## src/hdl/vad_pkg.sv

```systemverilog
// Package for the vector angle and distance block.
// Holds the request and response types, the pipeline cell type, the fixed-point
// constants and the arctangent table. It depends on nothing else.
package vad_pkg;

   localparam int COORD_WIDTH     = 16;
   localparam int ANGLE_FRAC_BITS = 13;
   localparam int CORDIC_STAGES   = 16;

   localparam int GUARD_BITS  = 16;
   localparam int Z_FRAC      = 30;
   localparam int ANGLE_OUT_W = 17;
   localparam int DIST_OUT_W  = 21;
   localparam int STAGE_IDX_W = 5;

   localparam int DIFF_W = COORD_WIDTH + 1;
   localparam int XW     = DIFF_W + GUARD_BITS + 3;
   localparam int ZW     = 34;

   localparam int XL_W   = 25;
   localparam int XH_W   = XW - XL_W;
   localparam int GAIN_W = 32;
   localparam int PLO_W  = XL_W + GAIN_W;
   localparam int PHI_W  = XH_W + GAIN_W;
   localparam int T_W    = PHI_W + 1;
   localparam int DIST_SHIFT = 19;
   localparam int D_W    = T_W - DIST_SHIFT;

   localparam longint PI_Q30_L      = 64'sd3373259426;
   localparam longint HALF_PI_Q30_L = 64'sd1686629713;
   localparam int     ANG_SHIFT     = Z_FRAC - ANGLE_FRAC_BITS;
   localparam longint ANG_HALF_L    = 64'sd1 <<< (ANG_SHIFT - 1);

   localparam longint ANG_POS_L = (HALF_PI_Q30_L + ANG_HALF_L) >>> ANG_SHIFT;
   localparam longint ANG_LO_L  = -ANG_POS_L;
   localparam longint ANG_HI_L  = (3 * HALF_PI_Q30_L + ANG_HALF_L) >>> ANG_SHIFT;
   localparam longint AMIN_L    = -(64'sd1 <<< (ANGLE_OUT_W - 1));
   localparam longint AMAX_L    = (64'sd1 <<< (ANGLE_OUT_W - 1)) - 1;
   localparam longint ANG_MIN_L = (ANG_LO_L > AMIN_L) ? ANG_LO_L : AMIN_L;
   localparam longint ANG_MAX_L = (ANG_HI_L < AMAX_L) ? ANG_HI_L : AMAX_L;
   localparam longint ANG_UP_L  = (ANG_POS_L < ANG_MAX_L) ? ANG_POS_L : ANG_MAX_L;

   localparam logic signed [ZW-1:0] PI_Q30   = ZW'(PI_Q30_L);
   localparam logic signed [ZW-1:0] ANG_HALF = ZW'(ANG_HALF_L);
   localparam logic signed [ZW-1:0] ANG_MIN  = ZW'(ANG_MIN_L);
   localparam logic signed [ZW-1:0] ANG_MAX  = ZW'(ANG_MAX_L);
   localparam logic signed [ZW-1:0] ANG_UP   = ZW'(ANG_UP_L);

   localparam logic [GAIN_W-1:0]     INV_GAIN_Q32 = 32'd2608131496;
   localparam logic [T_W-1:0]        DIST_ROUND   = T_W'(64'd1 << (DIST_SHIFT - 1));
   localparam logic [DIST_OUT_W-1:0] DIST_MAX     = {DIST_OUT_W{1'b1}};

   typedef struct packed {
      logic signed [COORD_WIDTH-1:0] first_x;
      logic signed [COORD_WIDTH-1:0] first_y;
      logic signed [COORD_WIDTH-1:0] second_x;
      logic signed [COORD_WIDTH-1:0] second_y;
   } req_type;

   typedef struct packed {
      logic signed [ANGLE_OUT_W-1:0] angle_rad;
      logic [DIST_OUT_W-1:0]         distance;
   } rsp_type;

   typedef struct packed {
      logic                 valid;
      logic                 vert;
      logic                 dy_pos;
      logic                 neg;
      logic signed [XW-1:0] x;
      logic signed [XW-1:0] y;
      logic signed [ZW-1:0] z;
   } cordic_type;

   function automatic logic signed [ZW-1:0] atan_q30(input logic [STAGE_IDX_W-1:0] idx);
      logic signed [ZW-1:0] v;
      case (idx)
         5'd0:  v = ZW'(64'sd843314857);
         5'd1:  v = ZW'(64'sd497837829);
         5'd2:  v = ZW'(64'sd263043837);
         5'd3:  v = ZW'(64'sd133525159);
         5'd4:  v = ZW'(64'sd67021687);
         5'd5:  v = ZW'(64'sd33543516);
         5'd6:  v = ZW'(64'sd16775851);
         5'd7:  v = ZW'(64'sd8388437);
         5'd8:  v = ZW'(64'sd4194283);
         5'd9:  v = ZW'(64'sd2097149);
         5'd10: v = ZW'(64'sd1048576);
         5'd11: v = ZW'(64'sd524288);
         5'd12: v = ZW'(64'sd262144);
         5'd13: v = ZW'(64'sd131072);
         5'd14: v = ZW'(64'sd65536);
         5'd15: v = ZW'(64'sd32768);
         5'd16: v = ZW'(64'sd16384);
         5'd17: v = ZW'(64'sd8192);
         5'd18: v = ZW'(64'sd4096);
         5'd19: v = ZW'(64'sd2048);
         5'd20: v = ZW'(64'sd1024);
         5'd21: v = ZW'(64'sd512);
         5'd22: v = ZW'(64'sd256);
         5'd23: v = ZW'(64'sd128);
         5'd24: v = ZW'(64'sd64);
         5'd25: v = ZW'(64'sd32);
         5'd26: v = ZW'(64'sd16);
         5'd27: v = ZW'(64'sd8);
         5'd28: v = ZW'(64'sd4);
         5'd29: v = ZW'(64'sd2);
         5'd30: v = ZW'(64'sd1);
         default: v = '0;
      endcase
      return v;
   endfunction

endpackage

```

## src/hdl/vad_cell.sv

```systemverilog
// One CORDIC vectoring cell: a single micro-rotation followed by a register.
// The cell's position in the chain sets the shift and the arctangent step.
// Depends on vad_pkg.
module vad_cell (
   input  logic                          clock,
   input  logic                          reset,
   input  logic                          enable,
   input  logic [vad_pkg::STAGE_IDX_W-1:0] stage_idx,
   input  vad_pkg::cordic_type           cell_in,
   output vad_pkg::cordic_type           cell_out
);
   import vad_pkg::*;

   logic signed [XW-1:0] xs;
   logic signed [XW-1:0] ys;
   logic signed [ZW-1:0] step;
   logic                 valid_ff;
   cordic_type           data_ff;
   cordic_type           data_in;

   assign xs   = cell_in.x >>> stage_idx;
   assign ys   = cell_in.y >>> stage_idx;
   assign step = atan_q30(stage_idx);

   always_comb begin
      data_in = cell_in;
      if (!cell_in.y[XW-1]) begin
         data_in.x = cell_in.x + ys;
         data_in.y = cell_in.y - xs;
         data_in.z = cell_in.z + step;
      end else begin
         data_in.x = cell_in.x - ys;
         data_in.y = cell_in.y + xs;
         data_in.z = cell_in.z - step;
      end
   end

   always_ff @(posedge clock) begin
      if (reset) begin
         valid_ff <= 1'b0;
      end else if (enable) begin
         valid_ff <= cell_in.valid;
      end
   end

   always_ff @(posedge clock) begin
      if (enable) begin
         data_ff <= data_in;
      end
   end

   always_comb begin
      cell_out       = data_ff;
      cell_out.valid = valid_ff;
   end

endmodule

```

## config.mk

```make
export PLATFORM = sky130hd
export DESIGN_NAME = vad_cell
export DESIGN_NICKNAME = d
export VERILOG_FILES = /design/src/hdl/vad_pkg.sv /design/src/hdl/vad_cell.sv
export SDC_FILE = /design/constraint.sdc
export NUM_CORES = 1
export LEC_CHECK = 0
export BUFFER_PORTS_ARGS = -buffer_cell sky130_fd_sc_hd__buf_2
export CAP_MARGIN = 30
export CORE_MARGIN = 2
export CORE_UTILIZATION = 50
export DETAILED_ROUTE_END_ITERATION = 6
export PLACE_DENSITY = 0.71
export SYNTH_ARGS = -nofsm -noshare
export SYNTH_HDL_FRONTEND = slang
export SYNTH_SLANG_ARGS = --single-unit
```

## constraint.sdc

```tcl
create_clock -name clock -period 17.7 [get_ports clock]
set_clock_uncertainty 0.2 [all_clocks]
set_input_delay 0.885 -clock clock [delete_from_list [all_inputs] [get_ports clock]]
set_output_delay 0.885 -clock clock [all_outputs]
set_load 0.01 [all_outputs]
```

---- Word level (Yosys, flattened, before mapping) ----
Memories as Yosys holds them, arrays and structs flattened.
Cells that the tools add are included.
cells by class
  shift-type cells ........................ 2
  add/sub/neg operators ................... 6
  mux-type cells .......................... 1
operators with widths
  kind            number
  $mux 106        1
  $add 36x36->36  2
  $sshr 36x5->36  2
  $sub 36x36->36  2
  $add 34x34->34  1
  $sub 34x34->34  1
storage, ports and cells
  memories kept ........................... 1
  ROM bits ................................ 960
  input bits .............................. 118
  register bits ........................... 110
memory list
  memory           words  bits a word  rd ports  clocked after memory_dff  wr ports  line           RTL
  (no name shown)  32     30           1         0                         0         vad_pkg.sv:77  case (idx)

---- Logic depth before layout (Yosys ltp) ----
Gate-level depths: netlist of the first run.
  depth after elaboration ................. 3
  depth in mapped cells ................... 28
  depth with buffers taken out ............ 23

---- Worst setup path before layout of the first run ----
No wires, ideal clock.
  path kind ............................... in2reg
  start point ............................. in stage_idx[1] (netlist bit)
  end point ............................... reg data_ff, in the netlist cell_out[105], data pin
  setup time .............................. 0.264 ns
  required time ........................... 17.236 ns
  cell stages on the path ................. 26
  slack ................................... 11.119 ns
  data arrival time ....................... 6.117 ns
  path buffers ............................ 6
  path through ............................ buf_2 > buf_2 > buf_2 > buf_2 > buf_1 > mux4_2 > a32oi_1 > o21ai_0 > nor2_1 > ha_1 > nand2_1 > nor3_2 > buf_2 > a311oi_1 > a21oi_1 > o21ai_0 > ha_1 > a21o_1 > a21o_1 > a21o_1 > or3_1 > o21ai_0 > nand4_1 > a2111oi_0 > o31ai_1 > xnor2_1
RTL lines
  element               line            RTL
  from (decl)           vad_cell.sv:8   input logic [vad_pkg::STAGE_IDX_W-1:0] stage_idx,
  to (signal assigned)  vad_cell.sv:48  data_ff <= data_in;
  to (decl)             vad_cell.sv:18  cordic_type data_ff;

==> results.txt, run 1 <==
The critical path is of the in -> reg type. The tools report the launching element type of the critical path as an input pin. The first element of the critical path is stage_idx[0]. The tools report the number of clock sinks seen by CTS as 110.

The run gives 0 as the hold buffer count at CTS. The post-route netlist has 22.1% of its cells at a drive strength greater than 1. The first routing iteration left 1940 violations. By area the synthesized netlist is led by sky130_fd_sc_hd__edfxtp_1, sky130_fd_sc_hd__mux4_2, sky130_fd_sc_hd__ha_1, sky130_fd_sc_hd__xnor2_1, sky130_fd_sc_hd__mux2i_1.

In the detailed route, the total length drawn on met3 is 6.63 mm. The analysis attributes to cell leakage a power of 7.62 nW. The flow ran to the end, and the final reports show no timing, DRC or antenna violations. In the final routing, the length of wire on met1 measures 25.5 mm. Measured against the total synthesized area, the mux share comes to 19.7%. TritonCTS built the clock tree. The area share of fa/ha/maj cells after synthesis was 8.72%; the number of slew-limit violations in the final report was 0. The clock-pin slew of the registers on the worst-case setup and hold paths is 0.08 ns.

The die covers 35900 sq um. The core outline area was 33700 sq um. The number of nets handed over by synthesis was 2150.

The tools report the critical path capture point type as a register. Global routing consumed, over all layers together, 36.0% of the routing resources. The maximum operating frequency was 0.122 GHz; the post-synthesis area per instance was 8.99 sq um.

After clock tree synthesis, the setup repair step added 0 buffers. At the worst endpoint, the required time is 17.65 ns. The logs give 1.03 for the global placement routability congestion and 0.39 ns for the clock insertion delay at the later pin of the skew report. Summed over all layers, the global routing overflow is 0.

Of the total synthesized cell area, the portion taken by XOR and XNOR cells is 8.83%. The count of nets left with antenna violations once routing finished came out at 0. Type of the tightest min-delay check: reg -> reg. The I/O pin count is 228, and the number of cell instances on the worst register-to-register path is 2. After layout, the design draws a total of 1.46 mW. The post-synthesis instance total is 1914, and the setup-violating endpoint count in the final report is 0.

Gates resized during post-CTS repair numbered 0. The number of vias per cell was 6.80; the row count was 67. In this run, synthesis inferred 109 flip-flops with an integrated enable.

The final critical delay including setup and external delays came out at 8.22 ns. The sum of negative setup slack was 0 ns. Counting instances, the worst hold path has a depth of 2.

The first-pass GRT wire length was 98.6 mm. The die is 189 um wide. The H-tree was split into 3 levels. The layout overhead on the synthesized area is 8.99%.

The biggest area consumer among synthesized cells is sky130_fd_sc_hd__edfxtp_1. After synthesis, the most frequently instantiated cells are sky130_fd_sc_hd__nor2_1, sky130_fd_sc_hd__a21oi_1, sky130_fd_sc_hd__nand2_1, sky130_fd_sc_hd__ha_1. For this run, the register share of the synthesized area comes to 19.1%.

The initial antenna violation count is 1, and the critical-path maximum fanout is 58. The tools report the via count of the routed design as 17100. The most instantiated library cell after synthesis is sky130_fd_sc_hd__nor2_1.

For the worst setup path, the data arrival time is 8.17 ns. The most used flip-flop cell after synthesis is sky130_fd_sc_hd__edfxtp_1. Multi-input logic area: 13100 sq um.

The tools report the launch instance of the worst register-to-register path as valid_ff$_SDFFE_PP0P_. The number of warnings reported in the yosys synthesis log was 0. The tree is rooted in a sky130_fd_sc_hd__clkbuf_16. After filler insertion, the fill cell instance count of the layout stands at 3089. The synthesized-area fraction occupied by ao, oa, aoi and oai cells was 23.2%. The initial utilization of the core area, before any placement, comes to 51.0%. For the max capacitance violation total, the log shows 0. Entering global routing, the biggest net connects 76 pins. Measured against its own limit, the worst slew margin works out to 32.2%.

Final cycle utilization of the critical path: 46.4%. The quantity of I/O buffers inserted on ports came out at 227. In the synthesized netlist the async set-or-reset flop fraction comes to 0%. The sequential cells in the finished layout cover a total of 3290 sq um. The number of global-route vias before repair came out at 16300. After detailed routing, the average wire length per cell comes to 25.9 um. Power spread over the standard cell area amounts to 77.9 nW/um^2. The number of search-and-repair iterations in the first detailed-routing pass came out at 6. The share of Yosys cell area claimed by the top area cell type works out to 19.0%.

Setup repair after global routing left no endpoint under its margin. The cell area that synthesis handed to floorplanning was 17200 sq um. The transition time of the tightest slew-check pin came out at 0.989 ns. The logs give 2294 for the layout net count and 0 for the remaining design rule violation count. The tools report the number of hold violations in the final report as 0. Wire segments on met2 add up to 29.9 mm in the final route.

The distinct cell type count after synthesis came out at 98. The detailed router used layers up to and including met5. In this run the most critical hold path is launched from valid_ff$_SDFFE_PP0P_. For this run, the share of the core covered by cells in the final layout is 55.6%. Total CTS buffers: 9. The worst-case clock buffer depth was 2. After detailed routing, the total wire length is 65.1 mm. Of the total synthesized cell area, the portion taken by AND, OR, NAND and NOR gates is 15.6%.

The vertical die dimension is 189 um, and the register bit count reported by yosys is 110. By area, the combinational part of the netlist is dominated by compound AO/OA/AOI/OAI gates. The post-DP HPWL is 49.7 mm. The maximum vdd ir drop was 51.3 uV.
-- layout by cell type (no fill, tap or decap), types with 33 or more instances in the layout --
cell type	count
sky130_fd_sc_hd__nor2_1	154
sky130_fd_sc_hd__edfxtp_1	109
sky130_fd_sc_hd__buf_2	221
sky130_fd_sc_hd__inv_1	44
sky130_fd_sc_hd__a31oi_1	43
sky130_fd_sc_hd__ha_1	115
sky130_fd_sc_hd__a21o_1	42
sky130_fd_sc_hd__nand2_1	116
sky130_fd_sc_hd__o21a_1	36
sky130_fd_sc_hd__xor2_1	60
sky130_fd_sc_hd__xnor2_1	109
sky130_fd_sc_hd__mux4_2	93
sky130_fd_sc_hd__o22ai_1	33
sky130_fd_sc_hd__nor3_1	47
sky130_fd_sc_hd__o21ai_0	94
sky130_fd_sc_hd__nand3_1	35
sky130_fd_sc_hd__mux2_2	46
sky130_fd_sc_hd__a21oi_1	151
sky130_fd_sc_hd__mux2i_1	77
-- registers in the layout, summed over array words and instances (netlist names) --
register,cells
cell_out,109
valid_ff,1
-- per-stage QoR --
stage / std cells / cell area, sq um / setup WS (ns) / hold slack [ns]
2_1_floorplan: 1914 / 17200 / 11.12 / 0.262
3_3_place_gp: 2494 / 18500 / 9.30 / 0.271
3_5_place_dp: 2495 / 18500 / 9.15 / 0.289
4_1_cts: 2511 / 18700 / 9.57 / 0.306
5_1_grt: 2511 / 18700 / 8.86 / 0.357
6_report: 2512 / 18700 / 9.48 / 0.297
-- worst paths after layout --
kind / endpoint / slack (ns)
min reg2reg: valid_ff$_SDFFE_PP0P_ / 0.30
max reg2reg: valid_ff$_SDFFE_PP0P_ / 16.91
min: valid_ff$_SDFFE_PP0P_ / 0.30
max: cell_out[105]$_DFFE_PP_ / 9.48
-- cell families (layout without fill, tap and decap cells) --
| family | after synthesis | in the layout |
|---|---|---|
| compound gates | 598 | 598 |
| simple gates | 531 | 531 |
| mux | 216 | 216 |
| xor+xnor | 171 | 171 |
| buf+inv | 170 | 319 |
| fa+ha+maj | 118 | 118 |
| flops | 110 | 110 |
| other cells | 0 | 1 |
-- routing by layer --
layer  vias to the layer above  GRT usage, %
met2                      1038          58.4
met4                         2          15.4
met3                       193          8.84
met1                      8151          45.6
met5                         -             0
li1                       7699             -
-- power by group --
part           internal, mW  switching, mW  leakage [nW]
clock network        0.0966          0.106         0.128
registers             0.385         0.0159          1.08
logic                 0.349          0.508          6.41
total                 0.831          0.629          7.62
-- layout make-up --
class                      instances  share of cell area (%)
antenna                            1                  0.0134
clock buffer                      12                    1.26
clock inverter                     4                   0.160
inverter                          50                    1.00
multi-input combinational       1634                    69.8
sequential                       110                    17.6
tap                              448                    2.99
timing repair buffer             253                    7.20
-- critical path, cell delays in order --
cell	delay, ns
sky130_fd_sc_hd__buf_6	0.38
sky130_fd_sc_hd__buf_4	0.77
sky130_fd_sc_hd__mux4_2	0.65
sky130_fd_sc_hd__mux4_2	0.52
sky130_fd_sc_hd__a221o_1	0.41
sky130_fd_sc_hd__nor4_4	0.38
sky130_fd_sc_hd__nand2_1	0.19
sky130_fd_sc_hd__nor3_2	0.66
sky130_fd_sc_hd__and2_1	0.36
sky130_fd_sc_hd__o21ai_0	0.12
sky130_fd_sc_hd__o21ai_0	0.12
sky130_fd_sc_hd__ha_1	0.33
sky130_fd_sc_hd__a21o_1	0.18
sky130_fd_sc_hd__a21o_1	0.18
sky130_fd_sc_hd__a21o_1	0.18
sky130_fd_sc_hd__or3_1	0.34
sky130_fd_sc_hd__o21ai_0	0.34
sky130_fd_sc_hd__nand4_1	0.20
sky130_fd_sc_hd__a2111oi_0	0.56
sky130_fd_sc_hd__o31ai_1	0.18
sky130_fd_sc_hd__xnor2_1	0.15
(Power assumes the default switching activity.)
==> run 2, diff against run 1 <==
ABC_AREA = 1   (was unset)
clock period = 8.05 ns   (was 17.7 ns; I/O delays follow)
==> results.txt, run 2 <==
The run finished with clean final reports. The library cell used most frequently in the layout, excluding fill and tap cells, is sky130_fd_sc_hd__nand2_1. Once detail routing completed, the nets flagged for antenna violations numbered 0.

The run gives 17800 sq um as the post-detailed-placement cell area. In this run the worst setup path terminates at cell_out[95]$_DFFE_PP_. The CTS root buffer is sky130_fd_sc_hd__clkbuf_16.

Setup total negative slack on the finished layout was measured at 0 ns. In the routed layout, each cell is associated on average with a via count of 5.77. The number of global-route vias before repair is 17200.

TritonCTS built the clock tree. The diode insertion count for antenna repair came out at 0. Counting instances in the post-synthesis netlist gives the leading cell types as sky130_fd_sc_hd__nand2_1, sky130_fd_sc_hd__nand3_1, sky130_fd_sc_hd__inv_1, sky130_fd_sc_hd__nor2_1, sky130_fd_sc_hd__a21oi_1. The number of hold violations in the final report is 0, and the setup-violating endpoint count in the final report is 0. Global routing consumed, over all layers together, 34.0% of the routing resources. The tools report the final standard cell utilization of the core as 55.8%. Of all cell types, the one taking the most synthesized area is sky130_fd_sc_hd__edfxtp_1.

Global routing consumed, on the met3 layer, 5.50% of the routing resources. Data arrival time of the critical path: 5.73 ns. Data on the critical path is required at its endpoint by 7.99 ns.

The run gives 1.95 ns as the post-placement worst setup slack. The worst-case clock buffer depth came out at 2. Highest-delay cell along the critical path: sky130_fd_sc_hd__nor4_1. Per report_power, the clock group accounts for 15.7% of the total. The clock reaches the later pin of the worst-skew pair after 0.39 ns.

The final critical path takes up 71.9% of the cycle. Broken down by cell family, the worst path's largest delay share belongs to compound AO/OA/AOI/OAI gates. The maximum operating frequency was 0.173 GHz; the sequential-to-total area share from yosys stat was 20.0%.

For met1 alone, demand over resource in global routing was 44.9%. The layout net count came out at 3081. The initialized floorplan defines 66 standard-cell rows.

The run gives 49.0 mm as the post-DP HPWL. The final critical-path setup slack is 2.26 ns, and the number of warnings reported in the yosys synthesis log is 0. The core region is 32500 sq um. The sequential cells in the finished layout cover a total of 3290 sq um.

The largest net degree at the start of global routing is 79, and the register bit count reported by yosys is 110. Number of inserted filler cells in the final layout: 3443. The DRC violation total after the first TritonRoute iteration is 2052, and the flip-flop count of the largest register, all copies and words added is 109. The worst setup path is of the in -> reg kind. The floorplan step defined a die boundary enclosing 34500 sq um. The die is 186 um tall. Static leakage: 9.24 nW.

In the final layout, the multi-input gates occupy 11700 sq um. The fraction of layout cells with a size suffix above 1 came out at 10.7%. For this design, the sink count on the clock tree is 110. Net switching is 45.9% of the power. The most used flip-flop cell after synthesis is sky130_fd_sc_hd__edfxtp_1. The tools report the first element of the critical path as stage_idx[0].

The internal power of the cells totals 1.72 mW. Counting every net in the synthesized netlist gives 2913. The logs give 18200 sq um for the final instance area and 9 for the total CTS buffers. The detailed-route wire length per cell came out at 18.2 um.

The max capacitance violation total is 0. The type of the tightest min-delay check is in -> reg. The final route contains 19000 vias. The worst relative slew slack is 35.2%.

Counting buffers and inverters, the worst setup path is 21 cells deep. After detailed routing, the number of remaining DRC violations is 0. In this run the critical register-to-register path is captured at valid_ff$_SDFFE_PP0P_. The synthesized netlist occupies a cell area of 16500 sq um.

In this run the count of I/O pins placed on the die edge is 228. For the total global routing overflow, the log shows 0. In this run, synthesis inferred 109 flip-flops with an integrated enable. The maximum level of the CTS H-tree came out at 3. Gates resized during post-CTS repair numbered 0. The die is 186 um wide. The analysis attributes to net switching a power of 1.46 mW.

Number of cell instances on the worst register-to-register path: 2. Launching element type of the critical path: an input pin. By instance count, the leading cell after synthesis is sky130_fd_sc_hd__nand2_1. The logic gate share of total power was 56.6%. The transition time of the tightest slew-check pin is 0.968 ns.

The share of Yosys cell area claimed by the top area cell type was 19.8%. IR analysis of the VDD net gives a maximum drop of 137 uV. In the synthesized netlist, the number of instances is 2677. Counting both buffers and inverters, the worst setup path holds a total of 6. The worst setup path is captured at a register.

The run gives 0 as the initial antenna violation count. Setup repair after global routing left no endpoint under its margin. Ranked by total cell area, the synthesized netlist is headed by sky130_fd_sc_hd__edfxtp_1, sky130_fd_sc_hd__nand2_1, sky130_fd_sc_hd__nand3_1, sky130_fd_sc_hd__ha_1, sky130_fd_sc_hd__xor2_1.

The first global-routing pass estimated 91.0 mm of wire. Of all flip-flops after synthesis, the portion carrying an async set or reset was 0%. Traced cell by cell, the critical path runs through buf_2 -> inv_2 -> buf_4 -> nand2_1 -> nand3_1 -> nand3_1 -> nand3_1 -> nand2_1 -> o21ai_1 -> inv_1 -> ha_1 -> inv_1 -> o21ai_0 -> inv_1 -> ha_1 -> nand2_1 -> nor4_1 -> a21oi_1 -> o31ai_1 -> a21oi_1 -> xnor2_1. Layout overhead on the synthesized area: 10.1%.

For the setup slack of the most critical reg-to-reg path, the log shows 7.23 ns. Of all nets on the critical path, the largest fanout is 42. Dividing the synthesized area by the synthesized cell count gives 6.16 sq um. The launch instance of the worst register-to-register path was valid_ff$_SDFFE_PP0P_. The tools report the number of slew-limit violations in the final report as 0. The final critical delay including setup and external delays is 5.79 ns.

In the layout the commonest cells are sky130_fd_sc_hd__nand2_1, sky130_fd_sc_hd__nand3_1, sky130_fd_sc_hd__inv_1. The most congested layer reported by global routing is met2. The largest single stage delay on the critical path is 0.79 ns.

Clock-pin slew was measured on the worst setup and hold paths at 0.08 ns. Post-CTS timing repair inserted 0 buffers for setup. Dividing total power by cell area gives a power density of 175 nW/um^2. The logs give 55.3% for the met2 demand-to-capacity share in global routing and 1.01 for the global placement routability congestion. The total wire length after detailed routing was 59.8 mm; the number of search-and-repair iterations in the first detailed-routing pass was 6.

The tools report the distinct cell type count after synthesis as 50. Port buffering added 227 buffers. The hold buffer count at CTS was 4; the initial core utilization was 50.7%. In this run, flip-flops and latches consume 27.7% of the power.
[run 2: cell types whose count changed after synthesis, moves of 30 or more]
cell                       delta
sky130_fd_sc_hd__xor2_1      +52
sky130_fd_sc_hd__nor2_1      +55
sky130_fd_sc_hd__o22ai_1     -33
sky130_fd_sc_hd__nor3_1      -37
sky130_fd_sc_hd__xnor2_1     -59
sky130_fd_sc_hd__a21o_1      -31
sky130_fd_sc_hd__nand3_1    +376
sky130_fd_sc_hd__mux4_2      -93
sky130_fd_sc_hd__mux2i_1     -76
sky130_fd_sc_hd__nand2_1    +734
sky130_fd_sc_hd__mux2_2      -46
sky130_fd_sc_hd__clkbuf_1    -31
sky130_fd_sc_hd__o21a_1      -30
sky130_fd_sc_hd__inv_1      +207
[run 2: power by group through the flow]
stage | clock network (mW) | registers (mW) | logic [mW]
after floorplan | 0 | 0.982 | 1.13
after global placement | 0 | 0.892 | 1.76
after detailed placement | 0 | 0.894 | 1.76
after CTS | 0.503 | 0.882 | 1.77
after global routing | 0.520 | 0.898 | 1.98
final | 0.498 | 0.879 | 1.80
[run 2: worst register-to-register path: cells and delay by family (launching register included)]
family	cells	cell delay [ns]
DFF	1	0.32
muxes	1	0.14
and+or+nand+nor	1	0.06
[run 2: layout make-up]
cell class	count	share of cell area, %
clock inverters	6	0.427
inverters	263	5.47
multi-input cells	2217	64.6
well taps	442	3.05
clock buffers	10	1.32
repair buffers	244	7.03
flip-flops and latches	110	18.1
[run 2: stage by stage]
step	hold WS, ns	cells	total power, mW
floorplan	0.262	2677	2.11
global placement	0.274	3272	2.65
detailed placement	0.311	3272	2.66
CTS	0.0635	3292	3.16
global route	0.0629	3292	3.40
finish	0.0707	3292	3.17
[run 2: worst min-delay path by stage]
stage	startpoint	depth (start not counted)	endpoint
after CTS	cell_in[109]	3	valid_ff$_SDFFE_PP0P_
final	cell_in[109]	3	valid_ff$_SDFFE_PP0P_
after global routing	cell_in[109]	3	valid_ff$_SDFFE_PP0P_
after global placement	valid_ff$_SDFFE_PP0P_	2	valid_ff$_SDFFE_PP0P_
after detailed placement	valid_ff$_SDFFE_PP0P_	2	valid_ff$_SDFFE_PP0P_
after floorplan	valid_ff$_SDFFE_PP0P_	2	valid_ff$_SDFFE_PP0P_
[run 2: cell families after synthesis]
logic type / count (synthesis) / synth area share, %
AND/OR/NAND/NOR: 1556 / 40.2
flip-flops: 110 / 20.0
AO/OA/AOI/OAI: 380 / 13.1
multiplexers: 1 / 0.0607
adder cells (fa/ha/maj): 118 / 9.09
buffers and inverters: 350 / 8.94
XOR/XNOR: 162 / 8.60
[run 2: metal layers]
metal	routed length, um	part of all wire [%]
met3	5180	8.7
met1	25300	42
met2	27000	45
met4	2300	3.8
met5	0	0
==> run 3, diff against run 2 <==
clock period = 5.4 ns   (was 8.05 ns; I/O delays follow)
==> results.txt, run 3 (same netlist as run 2, synthesis figures left out) <==
The critical-path maximum fanout was 42. In this run the tool buffered the top-level ports with 227 buffer cells. 0 antenna diodes ended up in the layout. The launching element type of the critical path is an input pin.

The library cell used most frequently in the layout, excluding fill and tap cells, is sky130_fd_sc_hd__nand2_1. TritonCTS built the clock tree. The initial antenna violation count is 0. The analysis attributes to net switching a power of 2.18 mW. Setup repair after global routing left no endpoint under its margin. The fraction of layout cells with a size suffix above 1 is 11.9%, and the number of clock sinks seen by CTS is 110.

Critical path's top delay family: simple AND/OR/NAND/NOR gates. Power spread over the standard cell area amounts to 255 nW/um^2. For the pin with the worst max-slew slack, the measured transition is 0.863 ns. The tools report the setup fix buffers added after clock tree synthesis as 0. From synthesis to final layout, the design area changed by 12.2%. The slowest stage of the critical path is the sky130_fd_sc_hd__nor4_1 cell.

The final critical delay including setup and external delays is 5.09 ns, and the detailed-route wire length per cell is 18.1 um. The run finished with clean final reports. The maximum vdd ir drop was 198 uV. The first detailed-routing pass ran for 7 iterations. Clock-pin slew was measured on the worst setup and hold paths at 0.08 ns.

At the end of routability-driven placement, the weighted congestion stood at 0.987. After detailed routing, the number of remaining DRC violations is 0. The run gives 0 as the max capacitance violation total.

The floorplan die width was 186 um; the part of the total power dissipated in the clock network was 14.3%. The number of global-route vias before repair was 17500. The run gives 91.4 mm as the first-pass GRT wire length. Total wire length after detailed routing: 60.3 mm. Clock tree synthesis selected as its root buffer the cell sky130_fd_sc_hd__clkbuf_16. The logic gate share of total power is 57.9%, and the total CTS buffers is 9.

Net switching is 46.1% of the power. The internal power is 2.54 mW, and the final cycle utilization of the critical path is 94.2%. The total area inside the core boundary comes to 32500 sq um. Counting both buffers and inverters, the worst setup path holds a total of 6. Per report_power, the sequential group accounts for 27.8% of the total.

STA puts the critical path data arrival time at 5.04 ns. Critical path capture point type: a register. The worst relative slew slack is 42.5%.

Counting the fill cells in the layout gives 3375. The H-tree was split into 3 levels. Data on the critical path is required at its endpoint by 5.36 ns. The longest individual stage delay on the worst path works out to 0.46 ns. The type of the tightest min-delay check is in -> reg. For the final routed database, the setup TNS stands at 0 ns.

The wire-length estimate of the detail-placed layout is 49.9 mm. The total power is 4.72 mW, and the row count is 66. The static leakage was 9.44 nW. In this run, the number of DRC markers left after iteration 0 of detailed routing was 2072.

The maximum operating frequency was 0.197 GHz; the via count of the routed design was 19200. The flip-flop count of the largest register, all copies and words added is 109, and the layout net count is 3120. Setup violations remaining at the end of the flow were counted as 0. I/O pin count: 228.

The clock insertion delay at the later pin of the skew report is 0.39 ns, and the number of slew-limit violations in the final report is 0. Global routing finished with a remaining overflow of 0. The logs give 34.4% for the global-route usage over all layers and 34500 sq um for the die area. After detailed routing, the number of vias per cell comes to 5.76. In this run the deepest clock path goes through 2 buffers. For this configuration, the core starts out at a cell density of 50.7%. Leaving out fill and tap cells, the most frequent cells in the layout are sky130_fd_sc_hd__nand2_1, sky130_fd_sc_hd__nand3_1, sky130_fd_sc_hd__inv_1. The vertical die dimension was 186 um.

The category of the critical setup timing path is in -> reg. Most common cell type on the critical path: sky130_fd_sc_hd__nand3_1. Entering global routing, the biggest net connects 66 pins. In this run the remaining antenna-violating nets after routing total 0. The number of hold violations in the final report is 0.
[run 3: power groups by stage]
| stage | logic, mW | registers [mW] | clock network (mW) |
|---|---|---|---|
| after detailed placement | 2.67 | 1.33 | 0 |
| after global placement | 2.65 | 1.33 | 0 |
| after global routing | 3.01 | 1.34 | 0.711 |
| final | 2.73 | 1.31 | 0.673 |
| after floorplan | 1.69 | 1.46 | 0 |
| after CTS | 2.69 | 1.32 | 0.686 |
[run 3: metal layers]
| layer | part of all wire [%] | GRT usage [%] | vias to the layer above | wire [um] |
|---|---|---|---|---|
| met3 | 8.2 | 5.65 | 117 | 4940 |
| met4 | 3.4 | 13.0 | 0 | 2060 |
| met1 | 42 | 44.2 | 8789 | 25400 |
| met5 | 0 | 0 | - | 0 |
| met2 | 46 | 57.7 | 907 | 27900 |
| li1 | - | - | 9374 | - |
[run 3: path summary, 6_finish.rpt]
kind / from / end / slack (ns) / cells past startpoint
min reg2reg: valid_ff$_SDFFE_PP0P_ / valid_ff$_SDFFE_PP0P_ / 0.84 / 3
max: stage_idx[2] / cell_out[69]$_DFFE_PP_ / 0.31 / 25
min: cell_in[1] / cell_out[1]$_DFFE_PP_ / 0.04 / 2
max reg2reg: valid_ff$_SDFFE_PP0P_ / valid_ff$_SDFFE_PP0P_ / 4.06 / 3
[run 3: what timing repair did]
action | CTS | global route
gates resized for setup | 0 | 0
hold buffers | 5 | 0
hold endpoints to repair | 4 | 0
[run 3: final cells by class]
cell class	count	area (sq um)	share of cell area, %
inverters	263	992	5.36
repair buffers	283	1670	9.01
clock buffers	10	229	1.24
well taps	442	553	2.99
flip-flops and latches	110	3290	17.8
multi-input cells	2217	11700	63.4
clock inverters	6	47.5	0.257
[run 3: stage by stage]
stage / worst slack, ns / std cells / hold WS [ns] / cell area (sq um) / utilization (%)
2_1_floorplan: 1.14 / 2677 / 0.142 / 16500 / -
3_5_place_dp: 0.173 / 3310 / 0.231 / 18200 / 55.9
3_3_place_gp: 0.203 / 3309 / 0.228 / 18200 / 55.8
6_report: 0.313 / 3331 / 0.0419 / 18500 / 56.9
4_1_cts: 0.570 / 3331 / 0.0272 / 18500 / 56.9
5_1_grt: 0.0329 / 3331 / 0.0455 / 18500 / 56.9
